## src/design/srr_pkg.sv

```systemverilog
// Shared types and constants for the systematic resampling replication block.
`default_nettype none

package srr_pkg;

    localparam int WEIGHT_W = 16;
    localparam int COUNT_W  = 13;
    localparam int PCOUNT_W = 13;
    localparam int WSUM_W   = 28;
    localparam int OFFSET_W = 16;
    localparam int PROD_W   = PCOUNT_W + WEIGHT_W;
    localparam int CFG_IDX_W  = 2;
    localparam int CFG_DATA_W = WSUM_W;
    localparam int COUNT_FIELD_MAX = (1 << COUNT_W) - 1;

    localparam logic [PCOUNT_W-1:0] PCOUNT_RESET = PCOUNT_W'(1024);
    localparam logic [WSUM_W-1:0]   WSUM_RESET   = WSUM_W'(1);
    localparam logic [OFFSET_W-1:0] OFFSET_RESET = '0;

    localparam logic [CFG_IDX_W-1:0] CFG_PARTICLE_COUNT = 2'd0;
    localparam logic [CFG_IDX_W-1:0] CFG_WEIGHT_SUM     = 2'd1;
    localparam logic [CFG_IDX_W-1:0] CFG_START_OFFSET   = 2'd2;

    typedef struct packed {
        logic [WEIGHT_W-1:0] weight;
        logic                last_weight;
    } in_item_t;

    typedef struct packed {
        logic [COUNT_W-1:0] replication_count;
        logic               last_count;
    } out_item_t;

    // controller -> datapath
    typedef struct packed {
        logic load_in;   // capture input transfer
        logic mul;       // multiply and seed the divider
        logic div_step;  // one restoring-division bit
        logic sub;       // subtract residual from scaled weight
        logic fin;       // form count, update residual, load output register
    } dp_cmd_t;

    // datapath -> controller
    typedef struct packed {
        logic out_busy;  // output register holds a result not taken this cycle
    } dp_status_t;

    typedef enum logic [4:0] {
        ST_IDLE = 5'b00001,
        ST_MUL  = 5'b00010,
        ST_DIV  = 5'b00100,
        ST_SUB  = 5'b01000,
        ST_FIN  = 5'b10000
    } ctrl_state_t;

endpackage

`default_nettype wire

```

## src/design/systematic_resampling_replication.sv

```systemverilog
// Top level: systematic resampling replication-count stage.
//
// Usage:
//   in channel  (in_valid/in_ready/in_data): one weight per transfer, last_weight
//     marks the final weight of a run; the next weight restarts the residual
//     from start_offset.
//   out channel (out_valid/out_ready/out_data): one replication count per weight,
//     in order, last_count copied from last_weight.
//   cfg channel (cfg_valid/cfg_ready/cfg_index/cfg_data): index 0 particle_count,
//     1 weight_sum, 2 start_offset; other indexes ignored. cfg_ready is always
//     high; write only while no weight is in flight.
// Flow: each weight passes multiply, a bit-per-cycle restoring divider over the
//   29+FRAC_BITS quotient bits, subtract and finish; the result is then registered
//   in the output register, and no new weight is taken before that.
// The next weight is accepted while a result waits in the output register; if
//   the receiver still stalls when the following result is ready, the block
//   holds it internally and stops taking input.
// Reset: config registers return to 1024 / 1 / 0, residual clears, a new run
//   begins, the output register empties.
`default_nettype none

module systematic_resampling_replication #(
    parameter int FRAC_BITS    = 16,
    parameter int PARTICLE_MAX = 4096
) (
    input  wire logic                           clk,
    input  wire logic                           rst_n,
    input  wire logic                           in_valid,
    output logic                                in_ready,
    input  wire srr_pkg::in_item_t              in_data,
    output logic                                out_valid,
    input  wire logic                           out_ready,
    output srr_pkg::out_item_t                  out_data,
    input  wire logic                           cfg_valid,
    output logic                                cfg_ready,
    input  wire logic [srr_pkg::CFG_IDX_W-1:0]  cfg_index,
    input  wire logic [srr_pkg::CFG_DATA_W-1:0] cfg_data
);

    srr_pkg::dp_cmd_t    cmd;
    srr_pkg::dp_status_t status;

    assign cfg_ready = 1'b1;

    srr_ctrl #(
        .FRAC_BITS (FRAC_BITS)
    ) u_ctrl (
        .clk      (clk),
        .rst_n    (rst_n),
        .in_valid (in_valid),
        .in_ready (in_ready),
        .status   (status),
        .cmd      (cmd)
    );

    srr_datapath #(
        .FRAC_BITS    (FRAC_BITS),
        .PARTICLE_MAX (PARTICLE_MAX)
    ) u_datapath (
        .clk       (clk),
        .rst_n     (rst_n),
        .in_data   (in_data),
        .cfg_valid (cfg_valid),
        .cfg_index (cfg_index),
        .cfg_data  (cfg_data),
        .out_ready (out_ready),
        .out_valid (out_valid),
        .out_data  (out_data),
        .cmd       (cmd),
        .status    (status)
    );

endmodule

`default_nettype wire

```

## src/design/srr_ctrl.sv

```systemverilog
// Controller state machine: sequences multiply, division, subtract and output.
`default_nettype none

module srr_ctrl #(
    parameter int FRAC_BITS = 16
) (
    input  wire logic               clk,
    input  wire logic               rst_n,
    input  wire logic               in_valid,
    output logic                    in_ready,
    input  wire srr_pkg::dp_status_t status,
    output srr_pkg::dp_cmd_t        cmd
);

    localparam int QW  = srr_pkg::PROD_W + FRAC_BITS;
    localparam int CNT_W = $clog2(QW);

    srr_pkg::ctrl_state_t state_reg, state_next;
    logic [CNT_W-1:0] cnt_reg, cnt_next;

    always_ff @(posedge clk or negedge rst_n)
    begin
        if (!rst_n)
        begin
            state_reg <= srr_pkg::ST_IDLE;
            cnt_reg   <= '0;
        end
        else
        begin
            state_reg <= state_next;
            cnt_reg   <= cnt_next;
        end
    end

    always_comb
    begin
        state_next = state_reg;
        cnt_next   = cnt_reg;
        cmd        = '0;
        in_ready   = 1'b0;
        unique case (state_reg)
            srr_pkg::ST_IDLE:
            begin
                in_ready = 1'b1;
                if (in_valid)
                begin
                    cmd.load_in = 1'b1;
                    state_next  = srr_pkg::ST_MUL;
                end
            end
            srr_pkg::ST_MUL:
            begin
                cmd.mul    = 1'b1;
                cnt_next   = '0;
                state_next = srr_pkg::ST_DIV;
            end
            srr_pkg::ST_DIV:
            begin
                cmd.div_step = 1'b1;
                cnt_next     = cnt_reg + CNT_W'(1);
                if (cnt_reg == CNT_W'(QW - 1))
                begin
                    state_next = srr_pkg::ST_SUB;
                end
            end
            srr_pkg::ST_SUB:
            begin
                cmd.sub    = 1'b1;
                state_next = srr_pkg::ST_FIN;
            end
            srr_pkg::ST_FIN:
            begin
                // hold until the output register is free
                if (!status.out_busy)
                begin
                    cmd.fin    = 1'b1;
                    state_next = srr_pkg::ST_IDLE;
                end
            end
            default:
            begin
                state_next = srr_pkg::ST_IDLE;
            end
        endcase
    end

endmodule

`default_nettype wire

```

## src/design/srr_datapath.sv

```systemverilog
// Datapath: config registers, multiplier, restoring divider, residual recurrence, output register.
`default_nettype none

module srr_datapath #(
    parameter int FRAC_BITS    = 16,
    parameter int PARTICLE_MAX = 4096
) (
    input  wire logic                                clk,
    input  wire logic                                rst_n,
    input  wire srr_pkg::in_item_t                   in_data,
    input  wire logic                                cfg_valid,
    input  wire logic [srr_pkg::CFG_IDX_W-1:0]       cfg_index,
    input  wire logic [srr_pkg::CFG_DATA_W-1:0]      cfg_data,
    input  wire logic                                out_ready,
    output logic                                     out_valid,
    output srr_pkg::out_item_t                       out_data,
    input  wire srr_pkg::dp_cmd_t                    cmd,
    output srr_pkg::dp_status_t                      status
);

    localparam int PW  = srr_pkg::PROD_W;
    localparam int QW  = PW + FRAC_BITS;
    localparam int RW  = FRAC_BITS + 1;
    localparam int DW  = srr_pkg::WSUM_W;
    localparam int CAP = (PARTICLE_MAX > srr_pkg::COUNT_FIELD_MAX) ?
                         srr_pkg::COUNT_FIELD_MAX : PARTICLE_MAX;

    // configuration
    logic [srr_pkg::PCOUNT_W-1:0] pcount_reg;
    logic [DW-1:0]                wsum_reg;
    logic [srr_pkg::OFFSET_W-1:0] offset_reg;

    // control state
    logic          run_start_reg;
    logic [RW-1:0] residual_reg, residual_next;
    logic          out_valid_reg;

    // payload
    logic [srr_pkg::WEIGHT_W-1:0] weight_reg;
    logic                         last_reg;
    logic [QW-1:0]                dq_reg;
    logic [DW-1:0]                rem_reg;
    logic [QW-1:0]                d_reg;
    logic [RW-1:0]                lo_reg;
    logic                         gt_reg;
    srr_pkg::out_item_t           out_reg;

    logic [DW-1:0]         divisor;
    logic [DW:0]           trial;
    logic [DW+1:0]         diff;
    logic                  qbit;
    logic [PW-1:0]         product;
    logic [srr_pkg::OFFSET_W+FRAC_BITS-1:0] offset_wide;
    logic [RW-1:0]         base;
    logic [PW-1:0]         whole;
    logic [srr_pkg::COUNT_W-1:0] count;

    assign divisor = (wsum_reg == '0) ? DW'(1) : wsum_reg;
    assign product = PW'(pcount_reg) * PW'(weight_reg);

    // restoring division step: remainder shifted with next dividend bit
    assign trial = {rem_reg, dq_reg[QW-1]};
    assign diff  = {1'b0, trial} - {2'b00, divisor};
    assign qbit  = ~diff[DW+1];

    // offset aligned from Q0.16 to FRAC_BITS fraction bits, truncated
    assign offset_wide = {offset_reg, {FRAC_BITS{1'b0}}};
    assign base = run_start_reg ?
                  RW'(offset_wide[srr_pkg::OFFSET_W+FRAC_BITS-1:srr_pkg::OFFSET_W]) :
                  residual_reg;

    // no copies unless the scaled weight exceeds the residual
    assign whole = d_reg[QW-1:FRAC_BITS];
    assign count = !gt_reg ? '0 :
                   (whole >= PW'(CAP)) ? srr_pkg::COUNT_W'(CAP) :
                   srr_pkg::COUNT_W'(whole + PW'(1));

    always_comb
    begin
        if (gt_reg)
        begin
            residual_next = {1'b1, {FRAC_BITS{1'b0}}} - {1'b0, d_reg[FRAC_BITS-1:0]};
        end
        else
        begin
            residual_next = lo_reg;
        end
    end

    always_ff @(posedge clk or negedge rst_n)
    begin
        if (!rst_n)
        begin
            pcount_reg    <= srr_pkg::PCOUNT_RESET;
            wsum_reg      <= srr_pkg::WSUM_RESET;
            offset_reg    <= srr_pkg::OFFSET_RESET;
            run_start_reg <= 1'b1;
            residual_reg  <= '0;
            out_valid_reg <= 1'b0;
        end
        else
        begin
            if (cfg_valid)
            begin
                unique case (cfg_index)
                    srr_pkg::CFG_PARTICLE_COUNT:
                        pcount_reg <= cfg_data[srr_pkg::PCOUNT_W-1:0];
                    srr_pkg::CFG_WEIGHT_SUM:
                        wsum_reg <= cfg_data;
                    srr_pkg::CFG_START_OFFSET:
                        offset_reg <= cfg_data[srr_pkg::OFFSET_W-1:0];
                    default:
                    begin
                    end
                endcase
            end
            if (cmd.fin)
            begin
                residual_reg  <= residual_next;
                run_start_reg <= last_reg;
                out_valid_reg <= 1'b1;
            end
            else if (out_ready)
            begin
                out_valid_reg <= 1'b0;
            end
        end
    end

    always_ff @(posedge clk)
    begin
        if (cmd.load_in)
        begin
            weight_reg <= in_data.weight;
            last_reg   <= in_data.last_weight;
        end
        if (cmd.mul)
        begin
            dq_reg  <= {product, {FRAC_BITS{1'b0}}};
            rem_reg <= '0;
        end
        else if (cmd.div_step)
        begin
            dq_reg  <= {dq_reg[QW-2:0], qbit};
            rem_reg <= qbit ? diff[DW-1:0] : trial[DW-1:0];
        end
        if (cmd.sub)
        begin
            gt_reg <= dq_reg > QW'(base);
            d_reg  <= dq_reg - QW'(base);
            lo_reg <= base - dq_reg[RW-1:0];
        end
        if (cmd.fin)
        begin
            out_reg.replication_count <= count;
            out_reg.last_count        <= last_reg;
        end
    end

    assign out_valid       = out_valid_reg;
    assign out_data        = out_reg;
    assign status.out_busy = out_valid_reg & ~out_ready;

endmodule

`default_nettype wire

```

## config.mk

```make
export PLATFORM = sky130hd
export DESIGN_NAME = systematic_resampling_replication
export DESIGN_NICKNAME = d
export VERILOG_FILES = /design/src/design/srr_pkg.sv /design/src/design/systematic_resampling_replication.sv /design/src/design/srr_ctrl.sv /design/src/design/srr_datapath.sv
export SDC_FILE = /design/constraint.sdc
export NUM_CORES = 1
export LEC_CHECK = 0
export ABC_AREA = 1
export CAP_MARGIN = 20
export CORE_ASPECT_RATIO = 0.8
export CORE_MARGIN = 4
export CORE_UTILIZATION = 66
export CTS_CLUSTER_DIAMETER = 80
export DETAILED_ROUTE_END_ITERATION = 12
export DONT_BUFFER_PORTS = 1
export HOLD_SLACK_MARGIN = 0.02
export PLACE_DENSITY = 0.82
export RECOVER_POWER = 50
export SYNTH_ARGS = -nofsm -noshare
export SYNTH_HDL_FRONTEND = slang
export SYNTH_SLANG_ARGS = --single-unit
```

## constraint.sdc

```tcl
create_clock -name clk -period 6.35 [get_ports clk]
set_input_delay 0.635 -clock clk [delete_from_list [all_inputs] [get_ports clk]]
set_output_delay 0.635 -clock clk [all_outputs]
set_load 0.01 [all_outputs]
```

Word level (Yosys, flattened, before mapping)
Cells that the tools add are included.

cells by class
  $add $sub $neg = 6
  multiply operators = 1
  divide/modulo/power cells = 0
  magnitude comparators = 2
  equality and inequality tests = 11
  shift-type cells = 0
  mux-type cells = 22
  bitwise gates (word level) = 4
  reduce and logical (&&, ||, !) cells = 10

operators with widths
  kind                                                                                   number
  45-bit 2-to-1 mux                                                                      2
  28-bit 2-to-1 mux                                                                      2
  45-bit by 17-bit greater-than comparator with 1-bit output                             1
  45-bit by 17-bit subtractor with 45-bit output                                         1
  17-bit 2-to-1 mux                                                                      2
  29-bit by 28-bit subtractor with 30-bit output                                         1
  29-bit by 13-bit greater-or-equal comparator with 1-bit output, second input constant  1
  13-bit by 16-bit multiplier with 29-bit output                                         1
  28-bit zero test                                                                       1
  5-bit one-hot mux with 5 select lines                                                  1
  17-bit by 16-bit subtractor with 17-bit output, first input constant                   1
  17-bit subtractor                                                                      1
  5-bit 2-to-1 mux                                                                       3
  13-bit by 1-bit adder with 13-bit output, second input constant                        1
  13-bit 2-to-1 mux                                                                      1
  6-bit one-hot mux with 2 select lines                                                  1
  1-bit 2-to-1 mux                                                                       10
  6-bit by 1-bit adder with 6-bit output, second input constant                          1
  6-bit == test, second input constant                                                   1
  2-bit AND reduction                                                                    3
  2-bit nonzero test                                                                     3
  5-bit by 1-bit == test with 1-bit output, second input constant                        1
  5-bit by 2-bit == test with 1-bit output, second input constant                        1
  5-bit by 3-bit == test with 1-bit output, second input constant                        1
  other kinds (11)                                                                       14

word-level totals
  register bits = 254
  latch bits = 0
  bits in writable memories = 0
  bits in read-only memories = 0
  input bits = 52
  output and inout port bits = 17
  word-level logic and storage cells = 75
  memories kept = 0

Depth between registers and ports, before layout
Gate-level depths: netlist of the first run.

  word-level depth = 6
  mapped depth = 25

By module
A second synthesis of the first run with hierarchy kept.

unflattened totals
  cell total of the unflattened synthesis = 3055
  area, all modules = 22539.1 um^2

modules (own cells, without submodules)
  module                             instances  cells each  area an instance (um^2)  seq. area each (um^2)
  srr_datapath                       1          2970        21876.0                  6449.9
  srr_ctrl                           1          83          651.9                    276.5
  systematic_resampling_replication  1          2           11.3                     0.0

Least setup slack after synthesis of the first run
No wires, ideal clock.

  path type = register to register
  start point = register u_ctrl.state_reg[1]
  end point = register u_ctrl.state_reg[0]
  arrival = 5407 ps
  data required time = 6081 ps
  setup slack = 674 ps
  stages on the path, launching flop included = 5
  clock period less this slack = 5676 ps
  cells stage by stage = dfrtp_1 nor2_2 nand2_1 nor3_1 o21ai_0

between the ends
  longest elaborated chain between the ends = 3
  elaborated cells between the ends (all ways) = 10
  those cells by class = eq/ne (8); mux (1); reduce/logical (1)

RTL lines
  item                                                                                        RTL line        source
  start: declaration                                                                          srr_ctrl.sv:18  srr_pkg::ctrl_state_t state_reg, state_next;
  start signal: assignment                                                                    srr_ctrl.sv:25  state_reg <= srr_pkg::ST_IDLE;
  start signal: assignment                                                                    srr_ctrl.sv:30  state_reg <= state_next;
  5-bit == test, or another cell as far along                                                 srr_ctrl.sv:41  unique case (state_reg)
  2-bit != test (no line) / 2-bit by 1-bit != test with 1-bit output (equally long branches)  --
  3-bit AND reduction (no line)                                                               --

Several ways; a longest one is shown, not always the timed one.
A chain may end at the register's enable or synchronous reset.

Worst setup path in the final report of the first run
  start point = register u_datapath.pcount_reg[9] (netlist bit)
  end point = register u_datapath.dq_reg[38], data pin

between the ends
  longest elaborated chain between the ends = 2

RTL lines
  item                                            RTL line             source
  start: declaration                              srr_datapath.sv:29   logic [srr_pkg::PCOUNT_W-1:0] pcount_reg;
  start signal: assignment                        srr_datapath.sv:94   pcount_reg <= srr_pkg::PCOUNT_RESET;
  start signal: assignment                        srr_datapath.sv:107  pcount_reg <= cfg_data[srr_pkg::PCOUNT_W-1:0];
  13-bit by 16-bit multiplier with 29-bit output  srr_datapath.sv:59   assign product = PW'(pcount_reg) * PW'(weight_reg);
  45-bit 2-to-1 mux                               srr_datapath.sv:137  if (cmd.mul)
  end signal: assignment                          srr_datapath.sv:139  dq_reg <= {product, {FRAC_BITS{1'b0}}};
  end signal: assignment                          srr_datapath.sv:144  dq_reg <= {dq_reg[QW-2:0], qbit};
  end: declaration                                srr_datapath.sv:41   logic [QW-1:0] dq_reg;

No other way between the ends.

==> results summary, run 1 <==
The run finished, with violations left. The checks that failed: max-capacitance violations, max-slew violations. The headroom to the max-slew limit is -2.25. Dividing the final minimum period by the clock period gives 0.888. The post-detailed-route via-to-cell ratio came out at 5.56. In this run the count of I/O pins placed on the die edge is 69. The setup slack on the worst flop-to-flop path came out at 710 ps. In this run the standard cell core region covers 0.0328 sq mm. The number of core rows is 59.

The max-cap check violation count is 3. The critical path is of the reg -> reg type. The pin count of the biggest net entering global routing is 88. The final setup skew is 21.2 ps. After synthesis, the mean cell area works out to 7.56 sq um. The origin of the worst min-delay path is in_data[0]. The number of standard cells after synthesis came out at 2920. The CTS root buffer is clkbuf_16.

Counting flops with an async set or reset pin after synthesis yields a share of 0.344. The vias after detailed routing is 18.4k. The count of placed standard cells including taps came out at 3256. The post-DP HPWL came out at 43400 microns. The horizontal die dimension came out at 212 microns. The largest fanout of any net on the critical path is 17.

In this run the remaining antenna-violating nets after routing total 0. TritonCTS built the clock tree. Setup total negative slack on the finished layout was measured at 0 ps. The number of antenna violations at the first check in global routing is 1. The flip-flop count of the largest register, all copies and words added came out at 45. The tightest min-delay check is of the in -> reg type.

The number of gates given a new drive strength after cts is 0. The deepest clock path buffer count came out at 3. The maximum clock rate came out at 177 MHz.

The initial cell density of the core is 0.673. The final weighted congestion in routability-driven placement came out at 0.978. The slowest stage of the critical path belongs to the cell dfrtp_1. Setup repair after global routing left no endpoint under its margin. The signal on the critical path passes through nand2_1 -> fa_1 -> inv_1 -> fa_1 -> fa_1 -> fa_1 -> inv_1 -> fa_1 -> inv_1 -> ha_1 -> nand2_1 -> nor2_1 -> nand2_1 -> o21ai_0 -> nand2_1 -> nand2_1 -> nand2_1 -> nand2_1 -> o21ai_0. Yosys mapped a number of flops with a built-in enable equal to 122. The worst path required time came out at 6670 ps.

Leaving out fill and tap cells, the most frequent cell in the layout is nand2_1. The sum of overflow across all layers after global routing came out at 0. The final-report hold violation count was 0. In the layout the commonest cells are 744 x nand2_1, 651 x inv_1, 216 x nor2_1. The arrival time at the worst endpoint is 5960 ps. The H-tree depth came out at 1. The number of pins with negative max-slew slack in the final report is 185. The netlist area before placement is 0.0221 sq mm.

Among all flip-flop cells after synthesis, the most frequent one is edfxtp_1. The global-route wire length before repair is 92000 microns. The number of distinct library cell variants in the gate-level netlist after synthesis came out at 60. The mean routed wirelength per cell is 16.8 microns. The share of the yosys chip area belonging to registers came out at 0.305. Final hold analysis gives a worst-case slack of 148 ps. The worst setup path is captured at a register. The biggest cell delay along the critical path is 810 ps. In the routed design, unresolved DRC markers number 0. The launch point of the worst reg-to-reg path is u_datapath.pcount_reg[9]. The clock period minus worst slack is 5640 ps. The insertion delay of the later-clocked pin in the worst-skew pair is 580 ps. The register clock-pin slew on the reported worst setup and hold paths came out at 70 ps. Counting stages on the worst path, the most repeated cell is nand2_1. The post-route non-filler standard cell count is 3315. Wires add up to 55600 microns. The worst setup path is launched from a register. The total routing resource utilization after global routing is 0.313. During synthesis, Yosys emitted a total of 0 warnings. The first-pass detailed-route iteration total came out at 6.

The number of buffers and inverters on the critical path is 3. Broken down by cell family, the worst path's largest delay share belongs to adder cells. The number of clock sinks seen by CTS is 253. The die covers 0.0364 sq mm. The vertical die dimension came out at 172 microns.

The via count of the first global-routing pass is 18.3k. The number of register bits inferred by synthesis is 253. The number of clock buffers inserted by TritonCTS is 27. The transition time at the pin with the least slew margin is 4880 ps. The share of cells above drive strength 1 is 0.0402. The total nets after synthesis is 3269. For this run, the share of the core covered by cells in the final layout is 0.709. The area growth from synthesis to layout is 5.31%. The quantity of I/O buffers inserted on ports is 0. For this block, the initial DRC count from the detailed router was 1870.

Setup violations remaining at the end of the flow were counted as 0. The final layout contains 3212 nets. Tracing the worst setup path back leads to its startpoint at u_datapath.pcount_reg[9].
[synthesized netlist by cell type, drive strengths merged (13+ instances only)]
| cell type | instances | area (sq um) |
|---|---|---|
| nand2 | 753 | 2870 |
| inv | 662 | 2480 |
| nor2 | 224 | 880 |
| fa | 157 | 3140 |
| o21ai | 155 | 787 |
| ha | 140 | 1750 |
| a21oi | 136 | 718 |
| edfxtp | 122 | 3660 |
| nand3 | 115 | 581 |
| dfrtp | 83 | 2080 |
| clkbuf | 82 | 317 |
| xor2 | 59 | 517 |
| dfxtp | 44 | 881 |
| nand4 | 27 | 184 |
| o22ai | 19 | 119 |
| nor3 | 18 | 105 |
| xnor2 | 17 | 149 |
| or2 | 16 | 100 |
| nor4 | 15 | 93.8 |
| buf | 13 | 98.8 |
[stage by stage]
stage               instance area (sq um)  worst slack, ps
finish                              23200              712
global route                        23200              272
global placement                    22200              924
floorplan                           22100              674
detailed placement                  22200              778
CTS                                 23200              765
[worst reg2reg max path, cell delays in order, from the launching register on]
cell	delay, ps
dfrtp_1	810
nand2_1	210
fa_1	620
inv_1	60
fa_1	460
fa_1	510
fa_1	540
inv_1	50
fa_1	540
inv_1	50
ha_1	360
nand2_1	120
nor2_1	150
nand2_1	60
o21ai_0	380
nand2_1	100
nand2_1	140
nand2_1	70
nand2_1	60
o21ai_0	100
[worst paths after layout]
kind / endpoint / cells after the start
min in group asynchronous: u_datapath.residual_reg[2] / 2
hold / removal: u_datapath.last_reg / 0
max in group asynchronous: u_datapath.wsum_reg[16] / 2
hold reg to reg: u_datapath.out_data[0] / 0
setup / recovery: u_datapath.dq_reg[38] / 19
setup reg to reg: u_datapath.dq_reg[38] / 19
[metal layers]
layer  routed length [microns]  vias up  global-route usage
met4                      1530        0              0.0896
li1                          -     8836                   -
met2                     24100      805               0.480
met1                     24700     8676               0.450
met5                         0        -                   0
met3                      5280      110              0.0735
[logic make-up after synthesis]
| logic type | share of synthesized area |
|---|---|
| compound gates | 0.0880 |
| other cells | 0.000170 |
| xor+xnor | 0.0302 |
| fa+ha+maj | 0.222 |
| flops | 0.305 |
| simple gates | 0.223 |
| mux | 0.000907 |
| buf+inv | 0.132 |
[layout make-up]
class / count / area (sq um)
Antenna cell: 4 / 10.0
Tap cell: 427 / 534
Multi-Input combinational cell: 1909 / 12400
Timing Repair Buffer: 9 / 58.8
Inverter: 663 / 2490
Clock buffer: 35 / 823
Sequential cell: 253 / 6730
Clock inverter: 15 / 155
Fill cell: 2614 / 9540
[what timing repair did]
item / CTS / global route
hold buffers: 2 / 0
setup buffers: 0 / 0
hold endpoints to repair: 87 / 0
Power of run 1 is left out: the tool's default activity adds up to more than one toggle a clock period on the data nets, which glitch-free logic cannot reach.
==> run 2: changes to the inputs <==
--- a/config.mk
+++ b/config.mk
@@ -9,12 +9,12 @@
 export CAP_MARGIN = 20
 export CORE_ASPECT_RATIO = 0.8
 export CORE_MARGIN = 4
-export CORE_UTILIZATION = 66
+export CORE_UTILIZATION = 70
 export CTS_CLUSTER_DIAMETER = 80
 export DETAILED_ROUTE_END_ITERATION = 12
 export DONT_BUFFER_PORTS = 1
 export HOLD_SLACK_MARGIN = 0.02
-export PLACE_DENSITY = 0.82
+export PLACE_DENSITY = 0.86
 export RECOVER_POWER = 50
 export SYNTH_ARGS = -nofsm -noshare
 export SYNTH_HDL_FRONTEND = slang
==> constraint.sdc (replaced) <==
create_clock -name clk -period 7.1 [get_ports clk]
set_input_delay 1.42 -clock clk [delete_from_list [all_inputs] [get_ports clk]]
set_output_delay 1.42 -clock clk [all_outputs]
set_load 0.01 [all_outputs]
==> run 2 against run 1 <==
  * The flow still finishes with violations (max-capacitance violations, max-slew violations)
  * Routed wire length is 0.87% lower
  * Final cell count is 0.63% lower
  * Sequential cell count stayed put
  * Maximum frequency is 1.2% higher
  * Non-clock buffer count is 2 lower
  * First-iteration DRC count is 1.1% higher
  * Design area is 0.60% lower
  * Die area is 5.5% lower
  * Worst setup slack better by 820 ps
  * Worst hold slack better by 310 ps
  * Critical path type unchanged
  * Largest cell class unchanged
==> results summary, run 2 (synthesized netlist as in run 1, its figures left out) <==
The final sum of negative setup slack came out at 0 ps. The vias after detailed routing is 18.6k. The area growth from synthesis to layout came out at 4.68%. Leaving out fill and tap cells, the most frequent cells in the layout are 744 x nand2_1, 650 x inv_1, 217 x nor2_1. The first global-routing pass estimated 91500 microns of wire. The routed design could run at a clock period as short as 5570 ps. The post-detailed-route via-to-cell ratio came out at 5.63. The sum of overflow across all layers after global routing came out at 0. Port buffering added 0 buffers. The final setup skew came out at 34.4 ps. The H-tree depth is 1. The final-report hold violation count came to 0. The CTS root buffer is clkbuf_16. The library cell used most frequently in the layout, excluding fill and tap cells, is nand2_1.

The mean routed wirelength per cell is 16.7 microns. The final cell utilization of the core came out at 0.751. Of all nets on the critical path, the largest fanout is 17. The register clock-pin slew on the reported worst setup and hold paths came out at 70 ps.

The headroom to the max-slew limit came out at -1.11. Of the cells placed in the final design, the portion with a size suffix greater than 1 is 0.0392. The checks that failed: max-capacitance violations, max-slew violations. The setup violation total in the final timing report came out at 0. The pin count of the biggest net entering global routing is 88.

At the worst endpoint, the required time is 7390 ps. The transition time at the pin with the least slew margin is 3170 ps. In the routed design, unresolved DRC markers number 0.

The vertical die dimension came out at 167 microns. After legalization and detailed placement, the total HPWL measured 42800 microns. The congestion estimate from routability-driven global placement came to 1.02. The max-cap check violation count came out at 3. The total routing resource utilization after global routing is 0.326. The number of cells on the worst hold path came out at 0. The period utilization came out at 0.785.

The critical path is of the reg -> reg type. The startpoint identified for the worst register-to-register timing path is u_datapath.pcount_reg[12]. The number of core rows is 57. The DRC marker count from the first detailed-route iteration is 1890. The initial cell density of the core came out at 0.718. The flow ran to the end, but the final reports show violations. Counting every sink on the clock net gives 253. The die outline area came out at 0.0344 sq mm. The via count of the first global-routing pass came out at 18.6k. The endpoint class of the critical path is a register.

The number of gates given a new drive strength after cts is 0. Setup repair after global routing left no endpoint under its margin. The die is 207 microns wide. In this run the critical register-to-register path is captured at u_datapath.dq_reg[41]. In this run the count of I/O pins placed on the die edge is 69. The number of cells on the worst reg-to-reg path is 19. The post-route antenna net violation count came out at 0. The setup slack on the worst flop-to-flop path came out at 1530 ps.

The number of clock buffers inserted by TritonCTS came out at 26. TritonCTS built the clock tree. The number of nets in the final layout is 3209. For this run, the top clock speed supported by timing is 180 MHz. The min-delay analysis places its worst path in the category reg -> reg. The final routed wirelength across all metal layers is 55100 microns. The arrival time at the worst endpoint came out at 5860 ps. For this run, the detailed router's first-pass iteration total came to 6. The flip-flop count of the largest register, all copies and words added is 45. The number of antenna violations at the first check in global routing is 3.

The clock reaches the later pin of the worst-skew pair after 570 ps. The number of buffers inserted by hold repair at cts is 0. The most critical setup path has its endpoint at u_datapath.dq_reg[41]. The area of the core came out at 0.0307 sq mm.

The worst setup path is launched from a register. Tracing the worst setup path back leads to its startpoint at u_datapath.pcount_reg[12]. The deepest clock path buffer count is 3. The number of pins with negative max-slew slack in the final report is 151. Buffers added to address setup during post-CTS repair amount to 0.
run 2: cell types whose count changed in the layout (fill, tap and decap cells not counted), moves of 2 or more:
cell,before,now
clkinvlp_4,1,3
clkinv_2,3,6
bufinv_16,2,0
inv_4,5,2
clkbuf_16,32,30
diode_2,4,1
clkinv_8,0,2
run 2: per-stage QoR:
stage | setup WS, ps | instances | hold WS, ps | area, sq um
6_report | 1530 | 3294 | 456 | 23100
4_1_cts | 1550 | 3291 | 456 | 23100
3_3_place_gp | 1720 | 3243 | 429 | 22200
5_1_grt | 1220 | 3294 | 474 | 23100
3_5_place_dp | 1540 | 3243 | 436 | 22200
2_1_floorplan | 1420 | 2920 | 427 | 22100
run 2: layout make-up:
type,count,area [sq um]
clock inverter,15,110
timing repair buffer,7,48.8
tap,413,517
multi-input combinational,1909,12400
clock buffer,33,772
fill,2289,7640
inverter,663,2490
sequential,253,6730
antenna,1,2.50
run 2: worst min path at each step:
stage,slack [ps],to,start
floorplan,430,u_datapath.out_data[0],u_datapath.last_reg
global placement,430,u_datapath.out_data[0],u_datapath.last_reg
detailed placement,440,u_datapath.out_data[0],u_datapath.last_reg
CTS,460,u_datapath.out_data[0],u_datapath.last_reg
global route,470,u_datapath.out_data[0],u_datapath.last_reg
finish,460,u_datapath.out_data[0],u_datapath.last_reg
run 2: layer usage:
layer | track usage | part of all wire | vias up
li1 | - | - | 8840
met1 | 0.456 | 0.42 | 8640
met2 | 0.502 | 0.44 | 907
met3 | 0.0760 | 0.10 | 164
met4 | 0.116 | 0.040 | 4
met5 | 0 | 0.00087 | -
run 2: worst max-delay path, stage by stage (launching register included):
cell and delay (ps):
dfrtp_1 760, nand2_1 170, fa_1 550, fa_1 570
inv_1 70, fa_1 510, fa_1 560, inv_1 60
fa_1 530, inv_1 40, ha_1 360, nand2_1 110
nor2_1 150, nand2_1 60, o21ai_0 390, nand2_1 150
nand2_1 90, nand2_1 50, nand3_1 60, o21ai_0 90
Power of run 2 is left out for the same reason.
==> run 3: changes to the inputs <==
--- a/config.mk
+++ b/config.mk
@@ -9,12 +9,12 @@
 export CAP_MARGIN = 20
 export CORE_ASPECT_RATIO = 0.8
 export CORE_MARGIN = 4
-export CORE_UTILIZATION = 70
+export CORE_UTILIZATION = 60
 export CTS_CLUSTER_DIAMETER = 80
 export DETAILED_ROUTE_END_ITERATION = 12
 export DONT_BUFFER_PORTS = 1
 export HOLD_SLACK_MARGIN = 0.02
-export PLACE_DENSITY = 0.86
+export PLACE_DENSITY = 0.79
 export RECOVER_POWER = 50
 export SYNTH_ARGS = -nofsm -noshare
 export SYNTH_HDL_FRONTEND = slang
==> constraint.sdc (replaced) <==
create_clock -name clk -period 4.9 [get_ports clk]
set_input_delay 0.98 -clock clk [delete_from_list [all_inputs] [get_ports clk]]
set_output_delay 0.98 -clock clk [all_outputs]
set_load 0.01 [all_outputs]
==> run 3 against run 2 <==
  * The flow finishes with violations (max-capacitance violations, max-slew violations, negative setup slack)
  * Clock-buffer cell count grew 4
  * Final cell count is 6.4% higher
  * First-iteration DRC count shrank 14%
  * Utilization down 4.8 points
  * Via count is 3.0% higher
  * Routed wire length increased by 10%
  * Maximum frequency is 11% higher
  * Worst hold slack lost 360 ps
  * Register-to-register slack worse by 1600 ps
  * Non-clock buffer count increased by 143
  * Design area up 9.9%
  * Largest cell class unchanged
  * Global-route usage decreased by 3.0 points
==> results summary, run 3 (synthesized netlist as in run 1, its figures left out) <==
The flow ran to the end, but the final reports show violations. The checks that failed: max-capacitance violations, max-slew violations, negative setup slack. The pin count of the biggest net entering global routing came out at 88. The final routed DRC violation total came out at 0. The final setup skew came out at 11.2 ps. The routed layout has 19.1k vias.

After routing the design area is 0.0254 sq mm. The congestion estimate from routability-driven global placement came to 0.967. Of all nets on the critical path, the largest fanout is 4. The number of clock buffers inserted by TritonCTS is 27. The share of cells above drive strength 1 came out at 0.139.

The number of core rows came out at 62. The total routing resource utilization after global routing is 0.296. The via count of the first global-routing pass is 18.9k. The placement-stage worst setup slack came out at -394 ps. The horizontal die dimension came out at 222 microns.

During placement, the flow inserted port buffers numbering 0. The number of antenna violations at the first check in global routing is 3. The clock period minus worst slack came out at 5020 ps.

The deepest clock path buffer count came out at 3. The startpoint identified for the worst register-to-register timing path is u_datapath.weight_reg[10]. The post-detailed-route via-to-cell ratio came out at 5.45. The post-route antenna net violation count came out at 0. The most critical setup path has its startpoint at u_datapath.weight_reg[10]. The register clock-pin slew on the reported worst setup and hold paths is 70 ps. The setup slack on the worst flop-to-flop path is -120 ps.

The core region is 0.0361 sq mm. The maximum clock rate came out at 199 MHz. Fill cells in the final layout number 2832. Pin placement for this block handled 69 I/O pins.

The routed design has 60700 microns of wire. The number of clock sinks seen by CTS came out at 253. The post-DP HPWL is 46200 microns. The die covers 0.0399 sq mm. TritonCTS built the clock tree. The vertical die dimension is 180 microns. The number of nets in the final layout is 3353. The area growth from synthesis to layout is 15.0%. The max-cap check violation count came out at 2. At the later pin of the worst-skew pair, clock insertion delay measures 570 ps. The number of cells on the worst reg-to-reg path is 22. The DRC marker count from the first detailed-route iteration came out at 1631.

Setup repair after global routing could not meet its margin everywhere. The critical path ends at u_datapath.dq_reg[42]. The arrival time at the worst endpoint came out at 5320 ps.

Once routing completed, OpenROAD measured the worst setup slack at -120 ps. The number of antenna diodes came out at 0. The first-pass detailed-route iteration total is 8. The period utilization is 1.02. The flip-flop count of the largest register, all copies and words added came out at 45. The worst hold path belongs to the class in -> async. The number of buffers inserted by hold repair at cts is 0. The number of pins with negative max-slew slack in the final report is 97. The mean routed wirelength per cell is 17.3 microns.

The total cell area at the placement stage came out at 0.0233 sq mm. The cell sitting at the root of the clock tree is a clkbuf_16. The setup violation total in the final timing report came out at 13. The endpoint identified for the worst register-to-register timing path is u_datapath.dq_reg[42].

The sum of overflow across all layers after global routing came out at 0. The global-route wire length before repair came out at 96800 microns. The H-tree depth came out at 1. The worst path required time is 5200 ps. For this configuration, the core starts out at a cell density of 0.612. The final-report hold violation count came out at 0. STA classifies the critical path endpoint as a register.

The setup path with the least slack is of type reg -> reg. Leaving out fill and tap cells, the most frequent cell in the layout is nand2_1. The headroom to the max-slew limit is -1.17.

For the pin with the worst max-slew slack, the measured transition is 3260 ps. STA classifies the critical path startpoint as a register. In the layout the commonest cells are 710 x nand2_1, 623 x inv_1, 202 x nor2_1.
==> run 3: layout make-up <==
type | count | area [sq um] | area share
clock buffer | 37 | 851 | 0.0335
clock inverter | 13 | 139 | 0.00547
inverter | 663 | 2490 | 0.0981
multi-input combinational | 1909 | 13300 | 0.523
sequential | 253 | 6730 | 0.265
tap | 480 | 601 | 0.0237
timing repair buffer | 150 | 1290 | 0.0509
==> run 3: worst max-delay path, stage by stage (launching register included) <==
cell and delay (ps):
edfxtp_1 470, buf_4 190, nand2_1 60, inv_1 50, fa_1 520, inv_2 40
fa_1 530, inv_1 50, fa_1 460, fa_1 510, inv_2 40, fa_1 540
inv_2 50, ha_4 330, nand2_4 70, nor2_4 130, nand2_2 80, o21ai_4 230
nand2_2 80, nand2_1 70, nand2_1 60, nand3_2 100, o21ai_1 80
==> run 3: how the worst min path moves through the flow <==
stage / start / cells after the start / endpoint / slack (ps)
floorplan: u_datapath.last_reg / 0 / u_datapath.out_data[0] / 430
finish: rst_n / 0 / u_datapath.residual_reg[10] / 90
CTS: rst_n / 0 / u_datapath.residual_reg[10] / 70
detailed placement: u_datapath.last_reg / 0 / u_datapath.out_data[0] / 450
global route: rst_n / 0 / u_datapath.residual_reg[10] / 70
global placement: u_datapath.last_reg / 0 / u_datapath.out_data[0] / 440
==> run 3: metrics by stage <==
stage	TNS [ps]	cells	hold WS, ps	utilization
floorplan	0	2920	427	-
detailed placement	-3570	3423	452	0.645
global route	-4140	3505	71.1	0.703
CTS	-65.9	3487	73.4	0.687
finish	-561	3505	94.6	0.703
global placement	-2810	3423	440	0.645
==> run 3: metal layers <==
layer	part of all wire	global-route usage	vias to the layer above
li1	-	-	9134
met1	0.44	0.425	9060
met2	0.45	0.468	765
met3	0.079	0.0554	144
met4	0.031	0.0796	4
met5	0.00040	0	-
==> run 3: timing repair <==
item	4_1_cts	5_1_grt
setup buffers	13	20
pin swaps	45	91
gates resized for setup	103	139
endpoints found under the setup margin	20	20
cloned	1	1
Power of run 3 is left out for the same reason.
